==> src/hdl/thlt_pkg.sv <==
// ============================================================================
// thlt_pkg: shared definitions for the tap/hold layer toggle unit
// Phase, event, mode and register codes, default sizes and the microcode
// program that sequences the datapath.
// ============================================================================
`default_nettype none

package thlt_pkg;

    // Default sizes handed to the top level.
    localparam int SLOTS_DEF      = 8;
    localparam int LAYERS_DEF     = 16;
    localparam int STAMP_BITS_DEF = 32;

    // Slot phases.
    localparam logic [2:0] PH_IDLE      = 3'd0;
    localparam logic [2:0] PH_TAPPING   = 3'd1;
    localparam logic [2:0] PH_HOLDING   = 3'd2;
    localparam logic [2:0] PH_POST_TAP  = 3'd3;
    localparam logic [2:0] PH_POST_HOLD = 3'd4;

    // Event kinds.
    localparam logic [2:0] EV_NONE       = 3'd0;
    localparam logic [2:0] EV_TAP_BEGIN  = 3'd1;
    localparam logic [2:0] EV_TAP_END    = 3'd2;
    localparam logic [2:0] EV_HOLD_BEGIN = 3'd3;
    localparam logic [2:0] EV_HOLD_END   = 3'd4;

    // Input modes.
    localparam logic [1:0] MODE_PRESS   = 2'd0;
    localparam logic [1:0] MODE_RELEASE = 2'd1;
    localparam logic [1:0] MODE_TICK    = 2'd2;

    // Register indexes (word address).
    localparam logic [2:0] REG_SLOTS_IN_USE  = 3'd0;
    localparam logic [2:0] REG_TAP_TERM      = 3'd1;
    localparam logic [2:0] REG_TAP_INTERVAL  = 3'd2;
    localparam logic [2:0] REG_LAYER_TABLE   = 3'd3;
    localparam logic [2:0] REG_TARGET_TABLE  = 3'd4;

    // Register reset values.
    localparam logic [15:0] TAP_TERM_RST     = 16'd200;
    localparam logic [15:0] TAP_INTERVAL_RST = 16'd500;

    // Micro-operations of the datapath.
    localparam logic [2:0] OP_WAIT   = 3'd0;
    localparam logic [2:0] OP_NOP    = 3'd1;
    localparam logic [2:0] OP_SCAN   = 3'd2;
    localparam logic [2:0] OP_FINISH = 3'd3;
    localparam logic [2:0] OP_KEY    = 3'd4;

    // Jump conditions.
    localparam logic [1:0] C_ALWAYS    = 2'd0;
    localparam logic [1:0] C_NO_ITEM   = 2'd1;
    localparam logic [1:0] C_NOT_TICK  = 2'd2;
    localparam logic [1:0] C_SCAN_MORE = 2'd3;

    // Program steps.
    localparam logic [2:0] ST_WAIT     = 3'd0;
    localparam logic [2:0] ST_DISPATCH = 3'd1;
    localparam logic [2:0] ST_SCAN     = 3'd2;
    localparam logic [2:0] ST_FINISH   = 3'd3;
    localparam logic [2:0] ST_KEY      = 3'd4;

    // One control word: the operation, and where to go when the condition holds.
    typedef struct packed {
        logic [2:0] op;
        logic [1:0] cond;
        logic [2:0] target;
    } ucode_t;

    // The control store. A step that fails its condition falls through to the next.
    function automatic ucode_t ucode_rom(input logic [2:0] step);
        ucode_t w;
        case (step)
            ST_WAIT:     w = '{op: OP_WAIT,   cond: C_NO_ITEM,   target: ST_WAIT};
            ST_DISPATCH: w = '{op: OP_NOP,    cond: C_NOT_TICK,  target: ST_KEY};
            ST_SCAN:     w = '{op: OP_SCAN,   cond: C_SCAN_MORE, target: ST_SCAN};
            ST_FINISH:   w = '{op: OP_FINISH, cond: C_ALWAYS,    target: ST_WAIT};
            ST_KEY:      w = '{op: OP_KEY,    cond: C_ALWAYS,    target: ST_WAIT};
            default:     w = '{op: OP_NOP,    cond: C_ALWAYS,    target: ST_WAIT};
        endcase
        return w;
    endfunction

endpackage

`default_nettype wire

==> src/hdl/tap_hold_layer_toggle_unit.sv <==
// ============================================================================
// tap_hold_layer_toggle_unit: tap/hold qualifier for tap-toggle layer keys
// Tracks the phase, tap count and time stamp of each slot, and reports tap
// and hold events together with the resulting layer bits.
// ============================================================================
// Usage:
// Items (mode, slot, now_ticks) enter on item_valid / item_stall; a word is
// taken at an edge with item_valid high and item_stall low. Each item gives
// one result word or more on result_valid / result_stall; last marks the
// final word of an item. Configuration is written over the APB-style port.
// A microcoded sequencer runs the work: a press or release goes through the
// accept, dispatch and key steps to its result in the output register. A scan
// tick walks the active slots one per cycle through the shared slot datapath,
// save while a step that must emit a word waits for the output register, and
// a finish step then emits the last word. A new item is taken only when the
// sequencer is back in its wait step: no item enters before the last is done.
// While the receiver stalls, the output register holds its word and any
// step that must emit another word waits, so no result is lost.
// Reset clears all slot phases, tap counts, stamps and layer bits, sets the
// registers to their reset values and empties the output register.
// ============================================================================
`default_nettype none

module tap_hold_layer_toggle_unit
    import thlt_pkg::*;
#(
    parameter int SLOTS      = SLOTS_DEF,
    parameter int LAYERS     = LAYERS_DEF,
    parameter int STAMP_BITS = STAMP_BITS_DEF
) (
    input  wire logic        clk,
    input  wire logic        rst_n,
    // Item channel
    input  wire logic        item_valid,
    output logic             item_stall,
    input  wire logic [1:0]  mode,
    input  wire logic [2:0]  slot,
    input  wire logic [31:0] now_ticks,
    // Result channel
    output logic             result_valid,
    input  wire logic        result_stall,
    output logic [2:0]       event_kind,
    output logic [2:0]       event_slot,
    output logic [15:0]      layers_on,
    output logic             last,
    // Configuration port
    input  wire logic        psel,
    input  wire logic        penable,
    input  wire logic        pwrite,
    input  wire logic [4:0]  paddr,
    input  wire logic [31:0] pwdata,
    output logic [31:0]      prdata,
    output logic             pready
);

    localparam int IDX_W   = (SLOTS > 1) ? $clog2(SLOTS) : 1;
    localparam int CUR_W   = (IDX_W > 3) ? IDX_W : 3;
    localparam int LAY_W   = (LAYERS > 16) ? LAYERS : 16;
    localparam int NOW_W   = (STAMP_BITS > 32) ? STAMP_BITS : 32;
    localparam int LIM     = (SLOTS < 8) ? SLOTS : 8;

    // Configuration registers.
    logic [3:0]  slots_in_use_reg;
    logic [15:0] tap_term_reg;
    logic [15:0] tap_interval_reg;
    logic [31:0] layer_table_reg;
    logic [31:0] target_table_reg;

    // Slot state.
    logic [2:0]            phase_reg [SLOTS];
    logic [2:0]            phase_next [SLOTS];
    logic [3:0]            tally_reg [SLOTS];
    logic [3:0]            tally_next [SLOTS];
    logic [STAMP_BITS-1:0] stamp_reg [SLOTS];
    logic [STAMP_BITS-1:0] stamp_next [SLOTS];
    logic [LAYERS-1:0]     active_reg;
    logic [LAYERS-1:0]     active_next;

    // Sequencer and latched item.
    logic [2:0]            pc_reg;
    logic [2:0]            pc_next;
    logic [1:0]            mode_reg;
    logic [1:0]            mode_next;
    logic [2:0]            slot_reg;
    logic [2:0]            slot_next;
    logic [STAMP_BITS-1:0] now_reg;
    logic [STAMP_BITS-1:0] now_next;
    logic [2:0]            idx_reg;
    logic [2:0]            idx_next;

    // Hold-begin word waiting until the scan knows whether it is the last.
    logic        pend_valid_reg;
    logic        pend_valid_next;
    logic [2:0]  pend_slot_reg;
    logic [2:0]  pend_slot_next;
    logic [15:0] pend_layers_reg;
    logic [15:0] pend_layers_next;

    // Output register.
    logic        res_valid_reg;
    logic        res_valid_next;
    logic [2:0]  ev_kind_reg;
    logic [2:0]  ev_kind_next;
    logic [2:0]  ev_slot_reg;
    logic [2:0]  ev_slot_next;
    logic [15:0] ev_layers_reg;
    logic [15:0] ev_layers_next;
    logic        ev_last_reg;
    logic        ev_last_next;

    ucode_t                uw;
    logic                  item_accept;
    logic                  out_free;
    logic                  needs_out;
    logic                  go;
    logic                  emit;
    logic                  cond_true;
    logic [3:0]            n_active;
    logic [2:0]            cur3;
    logic [CUR_W-1:0]      cur_wide;
    logic [IDX_W-1:0]      cur_idx;
    logic [2:0]            cur_phase;
    logic [3:0]            cur_tally;
    logic [3:0]            tally_inc;
    logic [STAMP_BITS-1:0] cur_stamp;
    logic [STAMP_BITS-1:0] dt;
    logic                  term_hit;
    logic                  interval_hit;
    logic                  in_range;
    logic [3:0]            lay_nib;
    logic [3:0]            tgt_nib;
    logic                  layer_ok;
    logic [LAYERS-1:0]     layer_mask;
    logic [LAY_W-1:0]      lay_on_w;
    logic [LAY_W-1:0]      lay_off_w;
    logic [LAY_W-1:0]      lay_cur_w;
    logic [15:0]           lay16_on;
    logic [15:0]           lay16_off;
    logic [15:0]           lay16_cur;
    logic [NOW_W-1:0]      now_w;
    logic                  cfg_write;

    // Control word of the current step, and the handshakes.
    assign uw          = ucode_rom(pc_reg);
    assign item_stall  = (uw.op != OP_WAIT);
    assign item_accept = item_valid && !item_stall;
    assign out_free    = !res_valid_reg || !result_stall;

    // Active slot count, capped at the slot storage and at eight.
    assign n_active = (slots_in_use_reg > 4'(LIM)) ? 4'(LIM) : slots_in_use_reg;

    // One slot is addressed per step: the scan index or the item's slot.
    assign cur3      = (uw.op == OP_SCAN) ? idx_reg : slot_reg;
    assign cur_wide  = CUR_W'(cur3);
    assign cur_idx   = cur_wide[IDX_W-1:0];
    assign cur_phase = phase_reg[cur_idx];
    assign cur_tally = tally_reg[cur_idx];
    assign cur_stamp = stamp_reg[cur_idx];
    assign in_range  = ({1'b0, cur3} < n_active);
    assign tally_inc = (cur_tally == 4'd15) ? 4'd15 : cur_tally + 4'd1;

    // Elapsed time, modulo the stamp width.
    assign dt           = now_reg - cur_stamp;
    assign term_hit     = (dt >= STAMP_BITS'(tap_term_reg));
    assign interval_hit = (dt >= STAMP_BITS'(tap_interval_reg));

    // Per-slot table fields and the layer bit of the addressed slot.
    assign lay_nib    = layer_table_reg[{cur3, 2'b00} +: 4];
    assign tgt_nib    = target_table_reg[{cur3, 2'b00} +: 4];
    assign layer_ok   = ({28'd0, lay_nib} < 32'(LAYERS));
    assign layer_mask = layer_ok ? (LAYERS'(1) << lay_nib) : '0;

    // Layer bits as seen on the port after setting, clearing or keeping.
    assign lay_on_w  = LAY_W'(active_reg | layer_mask);
    assign lay_off_w = LAY_W'(active_reg & ~layer_mask);
    assign lay_cur_w = LAY_W'(active_reg);
    assign lay16_on  = lay_on_w[15:0];
    assign lay16_off = lay_off_w[15:0];
    assign lay16_cur = lay_cur_w[15:0];

    assign now_w = NOW_W'(now_ticks);

    // Datapath: the current micro-operation acting on the addressed slot.
    always_comb
    begin
        phase_next       = phase_reg;
        tally_next       = tally_reg;
        stamp_next       = stamp_reg;
        active_next      = active_reg;
        mode_next        = mode_reg;
        slot_next        = slot_reg;
        now_next         = now_reg;
        idx_next         = idx_reg;
        pend_valid_next  = pend_valid_reg;
        pend_slot_next   = pend_slot_reg;
        pend_layers_next = pend_layers_reg;
        emit             = 1'b0;
        ev_kind_next     = ev_kind_reg;
        ev_slot_next     = ev_slot_reg;
        ev_layers_next   = ev_layers_reg;
        ev_last_next     = ev_last_reg;
        needs_out        = 1'b0;

        // Steps that must write a word wait for the output register.
        case (uw.op)
            OP_SCAN:   needs_out = in_range && (cur_phase == PH_TAPPING) && term_hit
                                   && pend_valid_reg;
            OP_FINISH: needs_out = 1'b1;
            OP_KEY:    needs_out = 1'b1;
            default:   needs_out = 1'b0;
        endcase
        go = !needs_out || out_free;

        case (uw.op)
            OP_WAIT:
            begin
                if (item_accept)
                begin
                    mode_next       = mode;
                    slot_next       = slot;
                    now_next        = now_w[STAMP_BITS-1:0];
                    idx_next        = 3'd0;
                    pend_valid_next = 1'b0;
                end
            end
            OP_SCAN:
            begin
                if (go)
                begin
                    idx_next = idx_reg + 3'd1;
                    if (in_range)
                    begin
                        case (cur_phase)
                            PH_IDLE:
                            begin
                                if (interval_hit)
                                begin
                                    tally_next[cur_idx] = 4'd0;
                                    stamp_next[cur_idx] = now_reg;
                                end
                            end
                            PH_TAPPING:
                            begin
                                if (term_hit)
                                begin
                                    phase_next[cur_idx] = PH_HOLDING;
                                    active_next         = active_reg | layer_mask;
                                    // An earlier hold-begin is now known not to be last.
                                    if (pend_valid_reg)
                                    begin
                                        emit           = 1'b1;
                                        ev_kind_next   = EV_HOLD_BEGIN;
                                        ev_slot_next   = pend_slot_reg;
                                        ev_layers_next = pend_layers_reg;
                                        ev_last_next   = 1'b0;
                                    end
                                    pend_valid_next  = 1'b1;
                                    pend_slot_next   = cur3;
                                    pend_layers_next = lay16_on;
                                end
                            end
                            PH_POST_TAP:
                            begin
                                phase_next[cur_idx] = PH_IDLE;
                            end
                            PH_POST_HOLD:
                            begin
                                phase_next[cur_idx] = PH_IDLE;
                                tally_next[cur_idx] = 4'd0;
                            end
                            default:
                            begin
                            end
                        endcase
                    end
                end
            end
            OP_FINISH:
            begin
                if (go)
                begin
                    emit         = 1'b1;
                    ev_last_next = 1'b1;
                    if (pend_valid_reg)
                    begin
                        ev_kind_next   = EV_HOLD_BEGIN;
                        ev_slot_next   = pend_slot_reg;
                        ev_layers_next = pend_layers_reg;
                    end
                    else
                    begin
                        ev_kind_next   = EV_NONE;
                        ev_slot_next   = 3'd0;
                        ev_layers_next = lay16_cur;
                    end
                end
            end
            OP_KEY:
            begin
                if (go)
                begin
                    emit           = 1'b1;
                    ev_last_next   = 1'b1;
                    ev_kind_next   = EV_NONE;
                    ev_slot_next   = 3'd0;
                    ev_layers_next = lay16_cur;
                    if (mode_reg == MODE_PRESS)
                    begin
                        if (in_range && (cur_phase == PH_IDLE))
                        begin
                            phase_next[cur_idx] = PH_TAPPING;
                            stamp_next[cur_idx] = now_reg;
                            active_next         = active_reg | layer_mask;
                            ev_kind_next        = EV_TAP_BEGIN;
                            ev_slot_next        = cur3;
                            ev_layers_next      = lay16_on;
                        end
                    end
                    else if (mode_reg == MODE_RELEASE)
                    begin
                        if (in_range && (cur_phase == PH_TAPPING))
                        begin
                            phase_next[cur_idx] = PH_POST_TAP;
                            ev_kind_next        = EV_TAP_END;
                            ev_slot_next        = cur3;
                            // Enough taps latch the layer on and restart the count.
                            if (tally_inc >= tgt_nib)
                            begin
                                tally_next[cur_idx] = 4'd0;
                                ev_layers_next      = lay16_cur;
                            end
                            else
                            begin
                                tally_next[cur_idx] = tally_inc;
                                active_next         = active_reg & ~layer_mask;
                                ev_layers_next      = lay16_off;
                            end
                        end
                        else if (in_range && (cur_phase == PH_HOLDING))
                        begin
                            phase_next[cur_idx] = PH_POST_HOLD;
                            active_next         = active_reg & ~layer_mask;
                            ev_kind_next        = EV_HOLD_END;
                            ev_slot_next        = cur3;
                            ev_layers_next      = lay16_off;
                        end
                    end
                end
            end
            default:
            begin
            end
        endcase

        // Output register: load on emit, drop once the word is taken.
        if (emit)
        begin
            res_valid_next = 1'b1;
        end
        else if (!result_stall)
        begin
            res_valid_next = 1'b0;
        end
        else
        begin
            res_valid_next = res_valid_reg;
        end
    end

    // Sequencer: conditional jump or fall through, held while a step waits.
    always_comb
    begin
        case (uw.cond)
            C_ALWAYS:    cond_true = 1'b1;
            C_NO_ITEM:   cond_true = !item_accept;
            C_NOT_TICK:  cond_true = (mode_reg != MODE_TICK);
            C_SCAN_MORE: cond_true = (({1'b0, idx_reg} + 4'd1) < n_active);
            default:     cond_true = 1'b1;
        endcase
        if (!go)
        begin
            pc_next = pc_reg;
        end
        else if (cond_true)
        begin
            pc_next = uw.target;
        end
        else
        begin
            pc_next = pc_reg + 3'd1;
        end
    end

    // Control and slot state registers.
    always_ff @(posedge clk or negedge rst_n)
    begin
        if (!rst_n)
        begin
            pc_reg         <= ST_WAIT;
            pend_valid_reg <= 1'b0;
            res_valid_reg  <= 1'b0;
            active_reg     <= '0;
            for (int i = 0; i < SLOTS; i++)
            begin
                phase_reg[i] <= PH_IDLE;
                tally_reg[i] <= 4'd0;
                stamp_reg[i] <= '0;
            end
        end
        else
        begin
            pc_reg         <= pc_next;
            pend_valid_reg <= pend_valid_next;
            res_valid_reg  <= res_valid_next;
            active_reg     <= active_next;
            phase_reg      <= phase_next;
            tally_reg      <= tally_next;
            stamp_reg      <= stamp_next;
        end
    end

    // Payload registers.
    always_ff @(posedge clk)
    begin
        mode_reg        <= mode_next;
        slot_reg        <= slot_next;
        now_reg         <= now_next;
        idx_reg         <= idx_next;
        pend_slot_reg   <= pend_slot_next;
        pend_layers_reg <= pend_layers_next;
        ev_kind_reg     <= ev_kind_next;
        ev_slot_reg     <= ev_slot_next;
        ev_layers_reg   <= ev_layers_next;
        ev_last_reg     <= ev_last_next;
    end

    // Configuration writes.
    assign cfg_write = psel && penable && pwrite && pready;

    always_ff @(posedge clk or negedge rst_n)
    begin
        if (!rst_n)
        begin
            slots_in_use_reg <= 4'd0;
            tap_term_reg     <= TAP_TERM_RST;
            tap_interval_reg <= TAP_INTERVAL_RST;
            layer_table_reg  <= 32'd0;
            target_table_reg <= 32'd0;
        end
        else if (cfg_write)
        begin
            case (paddr[4:2])
                REG_SLOTS_IN_USE: slots_in_use_reg <= pwdata[3:0];
                REG_TAP_TERM:     tap_term_reg     <= pwdata[15:0];
                REG_TAP_INTERVAL: tap_interval_reg <= pwdata[15:0];
                REG_LAYER_TABLE:  layer_table_reg  <= pwdata;
                REG_TARGET_TABLE: target_table_reg <= pwdata;
                default:
                begin
                end
            endcase
        end
    end

    // Configuration reads.
    always_comb
    begin
        case (paddr[4:2])
            REG_SLOTS_IN_USE: prdata = {28'd0, slots_in_use_reg};
            REG_TAP_TERM:     prdata = {16'd0, tap_term_reg};
            REG_TAP_INTERVAL: prdata = {16'd0, tap_interval_reg};
            REG_LAYER_TABLE:  prdata = layer_table_reg;
            REG_TARGET_TABLE: prdata = target_table_reg;
            default:          prdata = 32'd0;
        endcase
    end

    assign pready = 1'b1;

    // Result ports.
    assign result_valid = res_valid_reg;
    assign event_kind   = ev_kind_reg;
    assign event_slot   = ev_slot_reg;
    assign layers_on    = ev_layers_reg;
    assign last         = ev_last_reg;

endmodule

`default_nettype wire

==> config.mk <==
export PLATFORM = sky130hd
export DESIGN_NAME = tap_hold_layer_toggle_unit
export DESIGN_NICKNAME = d
export VERILOG_FILES = /design/src/hdl/thlt_pkg.sv /design/src/hdl/tap_hold_layer_toggle_unit.sv
export SDC_FILE = /design/constraint.sdc
export NUM_CORES = 1
export LEC_CHECK = 0
export ABC_AREA = 1
export BUFFER_PORTS_ARGS = -buffer_cell sky130_fd_sc_hd__buf_2
export CAP_MARGIN = 0
export CELL_PAD_IN_SITES_DETAIL_PLACEMENT = 1
export CELL_PAD_IN_SITES_GLOBAL_PLACEMENT = 1
export CORE_AREA = 2 2 246 248
export CTS_CLUSTER_DIAMETER = 50
export DETAILED_ROUTE_END_ITERATION = 8
export DIE_AREA = 0 0 248 250
export PLACE_DENSITY = 0.93
export SYNTH_ARGS = -nofsm -noshare
export SYNTH_HDL_FRONTEND = slang
export SYNTH_SLANG_ARGS = --single-unit
==> constraint.sdc <==
create_clock -name clk -period 11.18 [get_ports clk]
set_input_delay 1.118 -clock clk [delete_from_list [all_inputs] [get_ports clk]]
set_output_delay 1.118 -clock clk [all_outputs]
set_load 0.02 [all_outputs]
==> impl_metrics.tcl, run 1 <==
set metrics [dict create \
    status "finished clean" \
    drtPass1Iterations 6 \
    ys_top_cells_by_area "dfrtp_1 36%, nand2_1 19%, edfxtp_1 8.4%, nand4_1 6.4%, inv_1 3.8%" \
    holdBufCountCts 0 \
    crit_required_ns 11.43 \
    max_freq_mhz 101.2 \
    overflow 0 \
    synth_fa_ha_area_share_pct 3.426 \
    ys.flop_type "dfrtp_1" \
    finalCriticalPeriod_ns 9.885 \
    relSlewSlack_pct 18.16 \
    critPathMaxFanout 41 \
    nNetsFinal 3994 \
    hold_violations 0 \
    cts_tree "done" \
    netlist_area_um2 29440 \
    die_y_um 250 \
    crit_top_cell "nand2_1" \
    avgSynthCellArea_um2 7.672 \
    muxShareOfSynthArea_pct 0 \
    worst_skew_pair.late_latency_ns 0.64 \
    critPathLaunchType "flip-flop" \
    clockBufferDepth 3 \
    antenna_found_initial 1 \
    fin_crit_sh_pct 88.42 \
    ys_types 57 \
    drt_wl_total_mm 119.3 \
    cp-end-kind "flip-flop" \
    ant_nets 0 \
    finClkSkew_ns 0.04237 \
    rsz0062_at_grt "false" \
    slowest_delay_ns 0.98 \
    numCtsBuffers 68 \
    synth-edff-count 82 \
    drt_iter0_drc 3665 \
    drt-vias-per-instance 6.569 \
    setup_violations 0 \
    arrival_ns 10.13 \
    slowest_stage "nand3_2" \
    ys_seq_area_share_pct 45.21 \
    largest_register_ffs 256 \
    synth-xor-area-share_pct 0.4165 \
    synth-simple-area-share_pct 32.66 \
    max_slew.worst_pin.slew_ns 1.223 \
    path_clk_slew_ns 0.06 \
    hpwl_mm 68.09 \
    ys_warn_count 0 \
    die-area_um2 62000 \
    area_delta_synth_final_pct 10.28 \
    globalplace.congestion 0.9345 \
    synth_top_family_by_area "simple AND/OR/NAND/NOR gates" \
    synth-compound-area-share_pct 9.440 \
    hp-class "in -> async" \
    cts_resized 0 \
    die_x_um 248 \
    yosysTopAreaCellShare_pct 36.04 \
    final-max-slew-violation-count 0 \
    synth_area_leader_cell "dfrtp_1" \
    wire_per_inst_um 25.55 \
    critPathTopFamily "buffers and inverters" \
    fin_setup_tns_ns 0 \
    core-area_um2 59570 \
    row_count 90 \
    initial_core_util_pct 49.42 \
    htreeDepth 3 \
    synth_seq_cells 515 \
    clock-sinks 515 \
    worstSetupPathType "reg -> reg" \
    grt_max_degree 155 \
    syn_inst 3837 \
    root_buffer "clkbuf_16" \
    portBuffers 135 \
    syn_nets 3998 \
    critPathBufInv 11 \
    ioPinCount 139 \
    drive_gt1_share_pct 9.673 \
    whs_ns 0.4811 \
    grt_pass1_wl_mm 186.2 \
    first_global_vias 32854 \
    route.detailed.drc 0 \
    grt.total_usage_pct 38.61 \
    post_cts_buffers 0 \
    vias 30675 \
    max_cap_violations 0 \
    ys_async_sr_fraction_pct 84.08 \
]
## worst paths after layout
kind / endpoint / slack [ns] / depth (start not counted) / start
worst max-delay path: event_slot[1] / 1.30 / 36 / pc_reg[0]
worst min-delay path: active_reg[13] / 0.48 / 1 / rst_n
worst max register to register: event_slot[1] / 1.30 / 36 / pc_reg[0]
worst min register to register: stamp_reg[200] / 0.48 / 2 / stamp_reg[200]
max in group asynchronous: stamp_reg[13] / 9.08 / 2 / rst_n
min in group clk: stamp_reg[200] / 0.48 / 2 / stamp_reg[200]
## cells in the mapped netlist, types with 15 or more instances
cell and count:
o22ai_1 123, or2_2 15, o2111ai_1 26, a21oi_1 60
nand3_1 181, clkbuf_2 28, nor2_1 147, o21ai_0 209
dfrtp_1 424, nand4_1 300, ha_1 79, buf_6 32
nand2_1 1465, inv_1 298, clkbuf_1 94, or4_1 33
edfxtp_1 82, buf_2 76
## cells in the final DEF (no fill, tap or decap), drive strengths merged, types with 3 or more instances in the layout
cell type	netlist	layout
or4	33	33
nand4	308	308
o22ai	123	123
or2	15	15
nand2	1473	1473
buf	136	184
clkinvlp	0	5
a22oi	3	3
clkbuf	122	91
a21boi	3	3
nor3	10	10
nand3b	4	4
a31oi	3	3
o2111ai	26	26
ha	79	79
xor2	14	14
a22o	13	13
edfxtp	82	82
inv	309	315
nand3	188	188
o21ai	218	218
a221oi	5	5
a21oi	63	63
bufinv	0	8
dfrtp	424	424
clkinv	3	17
nor2	151	151
o211ai	4	4
dfstp	9	9
## metrics by stage
step           area, um2  setup WS [ns]  util (%)  std cells
6_report           32460          1.295     54.50       4670
5_1_grt            32460         0.8939     54.50       4670
4_1_cts            32460          1.721     54.49       4669
3_5_place_dp       30150          2.002     50.61       4545
3_3_place_gp       30150          2.235     50.61       4545
2_1_floorplan      29440          4.793         -       3837
## cells by family after synthesis
logic type	count (synthesis)
xor+xnor	14
buf+inv	570
flops	515
fa+ha+maj	80
compound gates	473
other cells	1
simple gates	2184
## worst reg2reg max path: cells and delay by family (launching register included)
family,cells,cell delay [ns]
AO/OA/AOI/OAI,4,0.58
adder cells (fa/ha/maj),2,0.60
buffers and inverters,11,4.21
AND/OR/NAND/NOR,19,3.69
flip-flops,1,0.42
## metal layers
| layer | global-route usage, % | wire length, um | vias up |
|---|---|---|---|
| li1 | - | - | 12844 |
| met1 | 46.05 | 43320 | 15106 |
| met2 | 61.26 | 55560 | 2083 |
| met3 | 9.065 | 11980 | 642 |
| met4 | 27.00 | 8475 | 0 |
| met5 | 0 | 0 | - |
## area by class of cell
class	instances	area [um2]
flip-flops and latches	515	13310
multi-input cells	2752	13580
well taps	782	978.4
diodes	1	2.502
clock inverters	33	445.4
fillers	7326	27100
clock buffers	91	1871
inverters	312	1171
repair buffers	184	1104
Power of run 1 is left out: the tool's default activity adds up to more than one toggle a clock period on the data nets, which glitch-free logic cannot reach.
==> inputs of run 2 (changes only) <==
--- a/config.mk
+++ b/config.mk
@@ -10,11 +10,12 @@
 export CAP_MARGIN = 0
 export CELL_PAD_IN_SITES_DETAIL_PLACEMENT = 1
 export CELL_PAD_IN_SITES_GLOBAL_PLACEMENT = 1
-export CORE_AREA = 2 2 246 248
+export CORE_AREA = 2 2 241 243
+export CTS_BUF_LIST = sky130_fd_sc_hd__clkbuf_4 sky130_fd_sc_hd__clkbuf_8
 export CTS_CLUSTER_DIAMETER = 50
 export DETAILED_ROUTE_END_ITERATION = 8
-export DIE_AREA = 0 0 248 250
-export PLACE_DENSITY = 0.93
+export DIE_AREA = 0 0 243 245
+export PLACE_DENSITY = 0.95
 export SYNTH_ARGS = -nofsm -noshare
 export SYNTH_HDL_FRONTEND = slang
 export SYNTH_SLANG_ARGS = --single-unit
==> constraint.sdc (replaced) <==
create_clock -name clk -period 11.18 [get_ports clk]
set_input_delay 0.559 -clock clk [delete_from_list [all_inputs] [get_ports clk]]
set_output_delay 0.559 -clock clk [all_outputs]
set_load 0.02 [all_outputs]
==> run 2 against run 1 <==
Net effect: non-clock buffer count up 27; maximum frequency shrank 5.3%; register-to-register slack worse by 0.56 ns; final cell count increased by 1.3%; via count is 5.9% higher; critical path type unchanged; clock skew is 0.032 ns higher; highest routed layer unchanged; critical path depth did not move; sequential cell count stayed put; final area down 0.24%.
==> impl_metrics.tcl, run 2 (synthesis gave the netlist of run 1 again) <==
set metrics [dict create \
    htreeDepth 3 \
    first_global_vias 34427 \
    cp-end-kind "flip-flop" \
    setup_violations 0 \
    hp-class "in -> reg" \
    antenna_found_initial 5 \
    crit_required_ns 11.86 \
    hold_violations 0 \
    overflow 0 \
    rsz0062_at_grt "false" \
    drt_iter0_drc 4810 \
    slowest_stage "nand3_2" \
    relSlewSlack_pct 17.76 \
    max_freq_mhz 95.77 \
    die_x_um 243 \
    grt_pass1_wl_mm 200.8 \
    core-area_um2 57030 \
    max_slew.worst_pin.slew_ns 1.229 \
    worstSetupPathType "reg -> reg" \
    fin_crit_sh_pct 93.40 \
    largest_register_ffs 256 \
    mostFrequentLayoutCells "1463 x nand2_1, 424 x dfrtp_1, 300 x nand4_1, 292 x inv_1, 209 x o21ai_0" \
    final-max-slew-violation-count 0 \
    drt_wl_total_mm 132.0 \
    critPathLaunchType "flip-flop" \
    wire_per_inst_um 27.92 \
    status "finished clean" \
    arrival_ns 11.13 \
    finClkSkew_ns 0.07398 \
    max_cap_violations 0 \
    ant_nets 0 \
    critPathMaxFanout 49 \
    cts_resized 0 \
    die-area_um2 59540 \
    worst_skew_pair.late_latency_ns 0.77 \
    portBuffers 135 \
    clock-sinks 515 \
    grt_max_degree 165 \
    globalplace.congestion 0.9243 \
    drt-vias-per-instance 6.870 \
    nNetsFinal 4045 \
    layout_commonest_cell "nand2_1" \
    initial_core_util_pct 51.61 \
    route.detailed.drc 0 \
    finalCriticalPeriod_ns 10.44 \
    drtPass1Iterations 7 \
    vias 32490 \
    drive_gt1_share_pct 11.03 \
    clockBufferDepth 3 \
    hpwl_mm 69.36 \
    slowest_delay_ns 0.95 \
    area_delta_synth_final_pct 10.02 \
    fin_setup_tns_ns 0 \
    cts_tree "done" \
    numCtsBuffers 92 \
    row_count 88 \
    grt.total_usage_pct 43.59 \
    ioPinCount 139 \
    path_clk_slew_ns 0.07 \
    crit_top_cell "nand2_1" \
    root_buffer "clkbuf_8" \
    die_y_um 245 \
]
## run 2: stage by stage
step	cell area, um2	std cells	setup WS, ns	utilization [%]	hold WS, ns
floorplan	29440	3837	4.793	-	0.2634
global placement	30110	4528	2.277	52.80	0.4550
detailed placement	30110	4528	1.967	52.80	0.4593
CTS	32330	4721	1.448	56.69	0.001437
global route	32390	4728	0.7035	56.78	-0.0005079
finish	32390	4729	0.7384	56.79	0.01368
## run 2: area by class of cell
cell class	instances	area, um2
Antenna cell	3	7.507
Clock buffer	145	1808
Clock inverter	26	190.2
Fill cell	7099	24650
Inverter	312	1171
Multi-Input combinational cell	2752	13580
Sequential cell	515	13310
Tap cell	765	957.2
Timing Repair Buffer	211	1361
## run 2: worst max-delay path: cells and delay by family, from the launching register on
kind | cells | cell delay, ns
flip-flops | 1 | 0.44
adder cells (fa/ha/maj) | 3 | 0.77
AO/OA/AOI/OAI | 4 | 0.63
buffers and inverters | 12 | 3.40
AND/OR/NAND/NOR | 17 | 5.03
## run 2: routing by layer
metal  vias to the layer above  GRT usage, %  part of all wire, %
li1                      12946             -                    -
met1                     15690         50.28                   34
met2                      2819         68.88                   45
met3                      1035         12.44                   12
met4                         0         33.45                  8.9
met5                         -             0                    0
## run 2: repair_timing
action | 4_1_cts | 5_1_grt
hold buffers | 22 | 5
endpoints found under the hold margin | 104 | 5
buffers inserted | 0 | 0
## run 2: worst paths after layout
kind                       startpoint  slack [ns]  cells after the start        endpoint
max                         pc_reg[0]        0.74                     36    tally_reg[5]
min                           slot[2]        0.01                      1     slot_reg[2]
max reg2reg                 pc_reg[0]        0.74                     36    tally_reg[5]
min reg2reg                 flip-flop        0.47                      2       flip-flop
max in group asynchronous       rst_n        8.13                      4   stamp_reg[19]
min in group asynchronous       rst_n        0.46                      2  active_reg[11]
Power of run 2 is left out for the same reason.
